## config.mk

```make
export PLATFORM = sky130hd
export DESIGN_NAME = generational_handle_table
export DESIGN_NICKNAME = d
export VERILOG_FILES = /design/src/hdl/ght_pkg.sv /design/src/hdl/ght_ram.sv /design/src/hdl/ght_ctrl.sv /design/src/hdl/ght_datapath.sv /design/src/hdl/generational_handle_table.sv
export SDC_FILE = /design/constraint.sdc
export NUM_CORES = 2
export LEC_CHECK = 0
export ABC_AREA = 1
export BUFFER_PORTS_ARGS = -buffer_cell sky130_fd_sc_hd__buf_4
export CELL_PAD_IN_SITES_DETAIL_PLACEMENT = 1
export CELL_PAD_IN_SITES_GLOBAL_PLACEMENT = 1
export CORE_MARGIN = 4
export CORE_UTILIZATION = 35
export CTS_BUF_LIST = sky130_fd_sc_hd__clkbuf_4
export DETAILED_ROUTE_END_ITERATION = 10
export PLACE_DENSITY = 0.68
export SYNTH_ARGS = -nofsm -noshare
export SYNTH_HDL_FRONTEND = slang
export SYNTH_SLANG_ARGS = --single-unit
export TNS_END_PERCENT = 1
```

## constraint.sdc

```tcl
create_clock -name clk -period 14.4 [get_ports clk]
set_input_delay 1.44 -clock clk [delete_from_list [all_inputs] [get_ports clk]]
set_output_delay 1.44 -clock clk [all_outputs]
set_load 0.01 [all_outputs]
```

## src/hdl/ght_pkg.sv

```systemverilog
`timescale 1ns / 1ps
`default_nettype none
package ght_pkg;

  // table geometry
  localparam int SLOT_COUNT = 16;
  localparam int SLOT_W     = (SLOT_COUNT > 1) ? $clog2(SLOT_COUNT) : 1;

  // field widths
  localparam int OP_W     = 2;
  localparam int WORD_W   = 32;
  localparam int HANDLE_W = 64;
  localparam int STATUS_W = 3;
  localparam int CFG_IDX_W = 1;
  localparam int ENC_W    = 24;
  localparam int TAG_W    = 8;

  // handle tag
  localparam logic [TAG_W-1:0] HANDLE_TAG = 8'h43;

  // operation codes
  localparam logic [OP_W-1:0] OP_CREATE  = 2'd0;
  localparam logic [OP_W-1:0] OP_DESTROY = 2'd1;
  localparam logic [OP_W-1:0] OP_RETAIN  = 2'd2;
  localparam logic [OP_W-1:0] OP_RELEASE = 2'd3;

  // status codes
  localparam logic [STATUS_W-1:0] ST_OK          = 3'd0;
  localparam logic [STATUS_W-1:0] ST_BAD_HANDLE  = 3'd1;
  localparam logic [STATUS_W-1:0] ST_IN_USE      = 3'd2;
  localparam logic [STATUS_W-1:0] ST_CAPACITY    = 3'd3;
  localparam logic [STATUS_W-1:0] ST_BAD_VERSION = 3'd4;
  localparam logic [STATUS_W-1:0] ST_TOO_SMALL   = 3'd5;
  localparam logic [STATUS_W-1:0] ST_UNSUPPORTED = 3'd6;

  // configuration register indexes
  localparam logic [CFG_IDX_W-1:0] CFG_ABI_VERSION = 1'd0;
  localparam logic [CFG_IDX_W-1:0] CFG_MIN_SIZE    = 1'd1;

  localparam logic [WORD_W-1:0] CFG_ABI_RESET  = 32'd1;
  localparam logic [WORD_W-1:0] CFG_SIZE_RESET = 32'd16;
  localparam logic [WORD_W-1:0] COUNT_MAX      = 32'hffff_ffff;

  // slot memory word: generation over reference count
  localparam int SLOT_WORD_W = 2 * WORD_W;

  // controller to datapath commands
  typedef struct packed {
    logic load;  // capture transaction and issue slot read
    logic exec;  // update slot and present result
  } ght_cmd_t;

endpackage
`default_nettype wire

```

## src/hdl/ght_ram.sv

```systemverilog
`timescale 1ns / 1ps
`default_nettype none
module ght_ram #(
  parameter int WIDTH = 8,
  parameter int DEPTH = 16
) (
  input  wire logic                             clk,
  input  wire logic                             we,
  input  wire logic [$clog2(DEPTH > 1 ? DEPTH : 2)-1:0] waddr,
  input  wire logic [WIDTH-1:0]                 wdata,
  input  wire logic [$clog2(DEPTH > 1 ? DEPTH : 2)-1:0] raddr,
  output logic      [WIDTH-1:0]                 rdata
);

  logic [WIDTH-1:0] mem_r [DEPTH];

  // one write port, registered read port
  always_ff @(posedge clk) begin
    if (we) begin
      mem_r[waddr] <= wdata;
    end
    rdata <= mem_r[raddr];
  end

endmodule
`default_nettype wire

```

## src/hdl/ght_ctrl.sv

```systemverilog
`timescale 1ns / 1ps
`default_nettype none
module ght_ctrl (
  input  wire logic            clk,
  input  wire logic            rst_n,
  input  wire logic            start,
  output logic                 busy,
  output ght_pkg::ght_cmd_t    cmd
);
  import ght_pkg::*;

  localparam logic ST_IDLE = 1'b0;
  localparam logic ST_EXEC = 1'b1;

  logic state_r;
  logic state_nxt;

  // next state
  always_comb begin
    state_nxt = state_r;
    unique case (state_r)
      ST_IDLE: begin
        if (start) begin
          state_nxt = ST_EXEC;
        end
      end
      ST_EXEC: begin
        state_nxt = ST_IDLE;
      end
      default: begin
        state_nxt = ST_IDLE;
      end
    endcase
  end

  always_ff @(posedge clk) begin
    if (!rst_n) begin
      state_r <= ST_IDLE;
    end else begin
      state_r <= state_nxt;
    end
  end

  // commands and status
  assign busy     = (state_r == ST_EXEC);
  assign cmd.load = (state_r == ST_IDLE) && start;
  assign cmd.exec = (state_r == ST_EXEC);

endmodule
`default_nettype wire

```

## src/hdl/ght_datapath.sv

```systemverilog
`timescale 1ns / 1ps
`default_nettype none
module ght_datapath (
  input  wire logic                               clk,
  input  wire logic                               rst_n,
  input  ght_pkg::ght_cmd_t                       cmd,
  input  wire logic [ght_pkg::OP_W-1:0]           in_operation,
  input  wire logic [ght_pkg::HANDLE_W-1:0]       in_handle,
  input  wire logic [ght_pkg::WORD_W-1:0]         in_desc_abi_version,
  input  wire logic [ght_pkg::WORD_W-1:0]         in_desc_struct_size,
  input  wire logic [ght_pkg::WORD_W-1:0]         in_desc_flags,
  input  wire logic [ght_pkg::WORD_W-1:0]         in_desc_reserved,
  input  wire logic                               cfg_write,
  input  wire logic [ght_pkg::CFG_IDX_W-1:0]      cfg_index,
  input  wire logic [ght_pkg::WORD_W-1:0]         cfg_data,
  output logic                                    out_valid,
  output logic [ght_pkg::STATUS_W-1:0]            out_status,
  output logic [ght_pkg::HANDLE_W-1:0]            out_new_handle
);
  import ght_pkg::*;

  // configuration registers
  logic [WORD_W-1:0] abi_version_r;
  logic [WORD_W-1:0] min_size_r;

  // per-slot flags
  logic [SLOT_COUNT-1:0] active_r;
  logic [SLOT_COUNT-1:0] written_r;

  // captured transaction
  logic [OP_W-1:0]     op_r;
  logic [WORD_W-1:0]   hgen_r;
  logic                hfmt_ok_r;
  logic [SLOT_W-1:0]   idx_r;
  logic [STATUS_W-1:0] create_st_r;

  // result registers
  logic                out_valid_r;
  logic [STATUS_W-1:0] out_status_r;
  logic [HANDLE_W-1:0] out_handle_r;

  // lowest inactive slot
  logic [SLOT_W-1:0] free_idx;
  always_comb begin
    free_idx = '0;
    for (int i = SLOT_COUNT - 1; i >= 0; i--) begin
      if (!active_r[i]) begin
        free_idx = SLOT_W'(i);
      end
    end
  end

  // handle decode
  logic [WORD_W-1:0] h_gen;
  logic [TAG_W-1:0]  h_tag;
  logic [ENC_W-1:0]  h_enc;
  logic [ENC_W-1:0]  h_enc_m1;
  logic              h_fmt_ok;
  assign h_gen    = in_handle[HANDLE_W-1:WORD_W];
  assign h_tag    = in_handle[WORD_W-1:WORD_W-TAG_W];
  assign h_enc    = in_handle[ENC_W-1:0];
  assign h_enc_m1 = h_enc - ENC_W'(1);
  assign h_fmt_ok = (h_gen != '0) && (h_tag == HANDLE_TAG) && (h_enc != '0)
                    && (h_enc <= ENC_W'(SLOT_COUNT));

  // descriptor checks for create
  logic [STATUS_W-1:0] create_st;
  always_comb begin
    if (in_desc_abi_version != abi_version_r) begin
      create_st = ST_BAD_VERSION;
    end else if (in_desc_struct_size < min_size_r) begin
      create_st = ST_TOO_SMALL;
    end else if ((in_desc_flags != '0) || (in_desc_reserved != '0)) begin
      create_st = ST_UNSUPPORTED;
    end else if (&active_r) begin
      create_st = ST_CAPACITY;
    end else begin
      create_st = ST_OK;
    end
  end

  // slot read address chosen at capture
  logic [SLOT_W-1:0] rd_idx;
  assign rd_idx = (in_operation == OP_CREATE) ? free_idx : h_enc_m1[SLOT_W-1:0];

  // capture
  always_ff @(posedge clk) begin
    if (cmd.load) begin
      op_r        <= in_operation;
      hgen_r      <= h_gen;
      hfmt_ok_r   <= h_fmt_ok;
      idx_r       <= rd_idx;
      create_st_r <= create_st;
    end
  end

  // slot memory
  logic                   ram_we;
  logic [SLOT_WORD_W-1:0] ram_wdata;
  logic [SLOT_WORD_W-1:0] ram_rdata;

  ght_ram #(
    .WIDTH (SLOT_WORD_W),
    .DEPTH (SLOT_COUNT)
  ) u_slot_ram (
    .clk   (clk),
    .we    (ram_we),
    .waddr (idx_r),
    .wdata (ram_wdata),
    .raddr (rd_idx),
    .rdata (ram_rdata)
  );

  // slot contents; never-written generation reads as zero
  logic [WORD_W-1:0] cur_gen;
  logic [WORD_W-1:0] cur_cnt;
  logic              live;
  logic [WORD_W-1:0] gen_bumped;
  logic [WORD_W-1:0] gen_create;
  assign cur_gen    = written_r[idx_r] ? ram_rdata[SLOT_WORD_W-1:WORD_W] : '0;
  assign cur_cnt    = ram_rdata[WORD_W-1:0];
  assign live       = hfmt_ok_r && active_r[idx_r] && (cur_gen == hgen_r);
  assign gen_bumped = (cur_gen == COUNT_MAX) ? WORD_W'(1) : cur_gen + WORD_W'(1);
  assign gen_create = (cur_gen == '0) ? WORD_W'(1) : cur_gen;

  // operation execute
  logic                   set_active;
  logic                   clr_active;
  logic [STATUS_W-1:0]    res_status;
  logic [HANDLE_W-1:0]    res_handle;
  always_comb begin
    ram_we     = 1'b0;
    ram_wdata  = {cur_gen, cur_cnt};
    set_active = 1'b0;
    clr_active = 1'b0;
    res_status = ST_OK;
    res_handle = '0;
    case (op_r)
      OP_CREATE: begin
        res_status = create_st_r;
        if (create_st_r == ST_OK) begin
          ram_we     = 1'b1;
          ram_wdata  = {gen_create, WORD_W'(0)};
          set_active = 1'b1;
          res_handle = {gen_create, HANDLE_TAG, ENC_W'(idx_r) + ENC_W'(1)};
        end
      end
      OP_DESTROY: begin
        if (!live) begin
          res_status = ST_BAD_HANDLE;
        end else if (cur_cnt != '0) begin
          res_status = ST_IN_USE;
        end else begin
          ram_we     = 1'b1;
          ram_wdata  = {gen_bumped, cur_cnt};
          clr_active = 1'b1;
        end
      end
      OP_RETAIN: begin
        if (!live) begin
          res_status = ST_BAD_HANDLE;
        end else if (cur_cnt == COUNT_MAX) begin
          res_status = ST_CAPACITY;
        end else begin
          ram_we    = 1'b1;
          ram_wdata = {cur_gen, cur_cnt + WORD_W'(1)};
        end
      end
      default: begin
        if (live && (cur_cnt != '0)) begin
          ram_we    = 1'b1;
          ram_wdata = {cur_gen, cur_cnt - WORD_W'(1)};
        end
      end
    endcase
    if (!cmd.exec) begin
      ram_we     = 1'b0;
      set_active = 1'b0;
      clr_active = 1'b0;
    end
  end

  // control state: config, slot flags, result strobe
  always_ff @(posedge clk) begin
    if (!rst_n) begin
      abi_version_r <= CFG_ABI_RESET;
      min_size_r    <= CFG_SIZE_RESET;
      active_r      <= '0;
      written_r     <= '0;
      out_valid_r   <= 1'b0;
    end else begin
      if (cfg_write) begin
        unique case (cfg_index)
          CFG_ABI_VERSION: abi_version_r <= cfg_data;
          CFG_MIN_SIZE:    min_size_r    <= cfg_data;
          default: begin
          end
        endcase
      end
      if (set_active) begin
        active_r[idx_r]  <= 1'b1;
        written_r[idx_r] <= 1'b1;
      end
      if (clr_active) begin
        active_r[idx_r] <= 1'b0;
      end
      out_valid_r <= cmd.exec;
    end
  end

  // result payload
  always_ff @(posedge clk) begin
    if (cmd.exec) begin
      out_status_r <= res_status;
      out_handle_r <= res_handle;
    end
  end

  assign out_valid      = out_valid_r;
  assign out_status     = out_status_r;
  assign out_new_handle = out_handle_r;

endmodule
`default_nettype wire

```

## src/hdl/generational_handle_table.sv

```systemverilog
`timescale 1ns / 1ps
`default_nettype none
// Generational handle table with 16 slots. Raise start with an operation
// (create, destroy, retain, release) while busy is low; the transaction is
// taken at that edge. Each operation first picks the slot (lowest free slot
// for create, or the slot decoded from the handle) and reads the slot
// memory, then checks and writes the slot back. The result appears on
// out_status and out_new_handle with out_valid high for exactly one cycle,
// as busy falls, and must be taken then: there is no back-pressure. A new
// start may be given in that same cycle; no new transaction is taken while
// busy is high. Configuration writes are always ready and take effect at
// once; make them only while no transaction is in flight.
module generational_handle_table (
  input  wire logic                              clk,
  input  wire logic                              rst_n,
  input  wire logic                              start,
  output logic                                   busy,
  input  wire logic [ght_pkg::OP_W-1:0]          in_operation,
  input  wire logic [ght_pkg::HANDLE_W-1:0]      in_handle,
  input  wire logic [ght_pkg::WORD_W-1:0]        in_desc_abi_version,
  input  wire logic [ght_pkg::WORD_W-1:0]        in_desc_struct_size,
  input  wire logic [ght_pkg::WORD_W-1:0]        in_desc_flags,
  input  wire logic [ght_pkg::WORD_W-1:0]        in_desc_reserved,
  output logic                                   out_valid,
  output logic [ght_pkg::STATUS_W-1:0]           out_status,
  output logic [ght_pkg::HANDLE_W-1:0]           out_new_handle,
  input  wire logic                              cfg_valid,
  output logic                                   cfg_ready,
  input  wire logic [ght_pkg::CFG_IDX_W-1:0]     cfg_index,
  input  wire logic [ght_pkg::WORD_W-1:0]        cfg_data
);
  import ght_pkg::*;

  ght_cmd_t cmd;

  assign cfg_ready = 1'b1;

  // sequencer
  ght_ctrl u_ctrl (
    .clk   (clk),
    .rst_n (rst_n),
    .start (start),
    .busy  (busy),
    .cmd   (cmd)
  );

  // slot storage and checks
  ght_datapath u_dp (
    .clk                 (clk),
    .rst_n               (rst_n),
    .cmd                 (cmd),
    .in_operation        (in_operation),
    .in_handle           (in_handle),
    .in_desc_abi_version (in_desc_abi_version),
    .in_desc_struct_size (in_desc_struct_size),
    .in_desc_flags       (in_desc_flags),
    .in_desc_reserved    (in_desc_reserved),
    .cfg_write           (cfg_valid && cfg_ready),
    .cfg_index           (cfg_index),
    .cfg_data            (cfg_data),
    .out_valid           (out_valid),
    .out_status          (out_status),
    .out_new_handle      (out_new_handle)
  );

  // every accepted transaction yields a result after its execute cycle
  a_result_follows: assert property (@(posedge clk) disable iff (!rst_n)
    (start && !busy) |=> ##1 out_valid)
    else $error("accepted transaction produced no result");

  // a result only follows an execute cycle
  a_result_after_exec: assert property (@(posedge clk) disable iff (!rst_n)
    out_valid |-> $past(cmd.exec))
    else $error("result strobe without execute cycle");

  // a handle is returned only with ok status
  a_handle_only_ok: assert property (@(posedge clk) disable iff (!rst_n)
    (out_valid && (out_status != ST_OK)) |-> (out_new_handle == '0))
    else $error("non-zero handle with failing status");

  // load and execute never overlap
  a_cmd_exclusive: assert property (@(posedge clk) disable iff (!rst_n)
    !(cmd.load && cmd.exec))
    else $error("load and execute in the same cycle");

endmodule
`default_nettype wire

```

==> results.yml <==
outcome:
  outcome: "finished, final reports clean"
timing:
  finalSetupViolCount: 0
  fin_worst_skew_ns: 0.131
  period_share_pct: 43.9
  maxSlewHeadroom_pct: 3.76
  drv_slew: 0
  hold_ws_ns: 0.317
  tightest_slew_ns: 1.43
  fmax_ghz: 0.158
  setup_tns_ns: 0
  finalCriticalPeriod_ns: 6.32
  rsz0062_at_grt: "no"
  hold_viol: 0
cts:
  clock_sinks: 1269
  root_buffer: "clkbuf_4"
  ctsHtreeMaxLevel: 5
  cts_resized: 0
  cts_setup_buffers: 0
  clkSlewWorstSetupHoldPaths_ns: 0.07
  cts_buffer_depth: 4
  cts_hold_buf: 0
  numCtsBuffers: 354
  clock_latency_ns: 1.40
  cts_tree: "yes"
floorplanning:
  core_um2: 167000
  die_w_um: 419
  std_cell_rows: 150
  start_util_pct: 35.3
  io-pin-count: 301
  fp.dieH_um: 419
  dieArea_um2: 175000
setup_path:
  crit_type: "flip-flop to flip-flop"
  r2r_start: "u_dp.idx_r[1]$_DFFE_PP_"
  crit_path_start_kind: "flip-flop"
  path_cells: "inv_2 > nand3_1 > nand2_1 > nand2_1 > nand2_1 > inv_2 > nand2_4 > nand2_1 > nand2_1 > nand2_1 > nor2_1 > nand2_1 > nor2_1 > nand2_1 > nor2_4 > nand3_2 > a21oi_2 > nand2_4 > nor2_4 > buf_4"
  crit_path_end_kind: "flip-flop"
  critPathMaxStageDelay_ns: 0.89
  cp.required_ns: 15.30
  cp_num_buf_inv: 3
  cp_slowest_cell: "buf_4"
  worst-r2r-cell-count: 20
  worstPathMaxFanout: 50
  r2r_slack_ns: 8.08
  r2r_end: "u_dp.u_slot_ram.mem_r[7][11]$_DFFE_PP_"
  path_delay_family: "simple AND/OR/NAND/NOR gates"
  crit_arrival_ns: 7.22
  cpMostUsedCell: "nand2_1"
place:
  io_buffers: 275
  gp_congestion: 0.962
  hpwl_mm: 121
logic_synthesis:
  avgSynthCellArea_um2: 9.26
  synth_edf_count: 1107
  syn_area_um2: 59100
  ys.warnings.count: 0
  yosysSeqAreaShare_pct: 61.8
  netlist_instances: 6381
  ys_ff_latch: 1269
  synth_cell_types: 44
  synth-main-ff-cell: "edfxtp_1"
  synthArstFlopShare_pct: 0
detailed_routing:
  first_iter_violations: 3846
  drcViolationCount: 0
  via_per_inst: 5.30
  drt_pass1_iterations: 5
  num_vias: 48800
  ant_nets: 0
  avgRoutedWirePerCell_um: 22.7
  postRouteWirelength_mm: 209
pwr:
  leakage_nw: 27.6
  peakVddDrop_v: 0.0000651
  power_density_nw_per_um2: 129
global_route:
  gr-total-overflow: 0
  grt_pass1_wl_mm: 311
  grt_usage_pct: 23.3
  grt_pass1_vias: 50200
  antenna_found_initial: 6
  grt_max_degree: 199
min_path:
  hp-class: "input port to flip-flop"
  whs_path_depth: 1
  hp-start: "in_operation[0]"
  min_to: "u_dp.op_r[0]$_DFFE_PP_"
finish:
  multiInputGateArea_um2: 20000
  final_cell_mix: "nand2_1 (2361), edfxtp_1 (1107), nand3_1 (1070)"
  regArea_um2: 36500
  area_growth_pct: 14.5
  fillers: 19400
  final_common_cell: "nand2_1"
  final_layout_size_suffix_gt1_share_pct: 14.5
  layout.nets: 6993
run:
  drv_cap: 0
synthesized netlist by cell type (5+ instances only):
cell type / instances / share of area (%)
or2_2: 12 / 0.13
nor2_1: 361 / 2.3
nand4_1: 59 / 0.62
xor2_1: 68 / 1.0
buf_2: 9 / 0.076
nor2_4: 15 / 0.29
edfxtp_1: 1107 / 56
nand2_4: 11 / 0.21
buf_1: 17 / 0.11
o21ai_1: 19 / 0.16
nand2_1: 2366 / 15
buf_6: 7 / 0.13
ha_1: 40 / 0.85
nand2_2: 11 / 0.12
dfxtp_1: 162 / 5.5
nand3b_1: 16 / 0.20
inv_1: 297 / 1.9
clkbuf_1: 324 / 2.1
o211ai_1: 8 / 0.10
o21ai_0: 121 / 1.0
nor3_1: 39 / 0.33
xnor2_1: 14 / 0.21
nor2_2: 5 / 0.053
nand3_1: 1070 / 9.1
buf_4: 34 / 0.43
nor4_1: 47 / 0.50
inv_2: 6 / 0.038
a21oi_1: 105 / 0.89
state kept, by name, summed over array words and instances (netlist names), 4 cells and up, named ones only:
name	cells
u_dp.out_new_handle	38
u_dp.hgen_r	32
u_dp.u_slot_ram.mem_r	1024
u_dp.u_slot_ram.rdata	64
u_dp.idx_r	4
u_dp.min_size_r	32
u_dp.written_r	16
u_dp.abi_version_r	32
layer usage:
metal / vias up / global-route usage (%) / share of wire, %
met5: - / 0 / 0.0062
met4: 2 / 8.34 / 3.2
met3: 397 / 4.07 / 6.1
met2: 1666 / 39.7 / 49
met1: 24400 / 29.9 / 42
li1: 22300 / - / -
stage by stage:
step	power, mW	utilization (%)	area, um2	instances	setup WS (ns)
2_1_floorplan	4.97	-	59100	6404	8.82
3_3_place_gp	5.41	37.7	63000	8567	8.14
3_5_place_dp	5.43	37.7	63100	8568	8.03
4_1_cts	8.81	40.4	67600	9188	8.07
5_1_grt	9.15	40.4	67600	9199	7.75
6_report	8.72	40.4	67600	9202	8.08
worst max path at each step:
stage                            startpoint                                endpoint  slack, ns  depth (start not counted)
finish              u_dp.idx_r[1]$_DFFE_PP_  u_dp.u_slot_ram.mem_r[7][11]$_DFFE_PP_       8.08                         20
global route        u_dp.idx_r[1]$_DFFE_PP_  u_dp.u_slot_ram.mem_r[7][11]$_DFFE_PP_       7.75                         20
CTS                 u_dp.idx_r[1]$_DFFE_PP_  u_dp.u_slot_ram.mem_r[7][11]$_DFFE_PP_       8.07                         20
detailed placement          in_operation[1]       u_dp.u_slot_ram.rdata[50]$_DFF_P_       8.03                         15
global placement    u_dp.idx_r[1]$_DFFE_PP_  u_dp.u_slot_ram.mem_r[7][55]$_DFFE_PP_       8.14                         20
floorplan           u_dp.idx_r[0]$_DFFE_PP_   u_dp.u_slot_ram.mem_r[0][0]$_DFFE_PP_       8.82                         22
cells by family (layout without fill, tap and decap cells):
kind of cell / Yosys count / count (layout) / synth area share [%]
and+or+nand+nor: 4014 / 4014 / 28.9
DFF: 1269 / 1269 / 61.8
adders and majority gates: 40 / 40 / 0.847
other: 2 / 37 / 0.0127
xor gates and xnor gates: 82 / 82 / 1.22
buffers and inverters: 700 / 1282 / 4.80
AOI/OAI and AO/OA: 274 / 274 / 2.46
final cells by class:
type	count	area share (%)
multi-input cells	4435	29.5
clock buffers	548	6.08
inverters	308	1.74
diodes	12	0.0444
clock inverters	72	0.610
well taps	2204	4.08
repair buffers	354	4.00
flip-flops and latches	1269	53.9
power by group:
| part | total, mW | switching (mW) | internal, mW | leakage (nW) |
|---|---|---|---|---|
| sequential | 4.29 | 0.129 | 4.17 | 11.5 |
| combinational | 1.07 | 0.778 | 0.292 | 13.4 |
| clock | 3.35 | 1.54 | 1.81 | 2.73 |
Power figures use the tool's default switching activity.
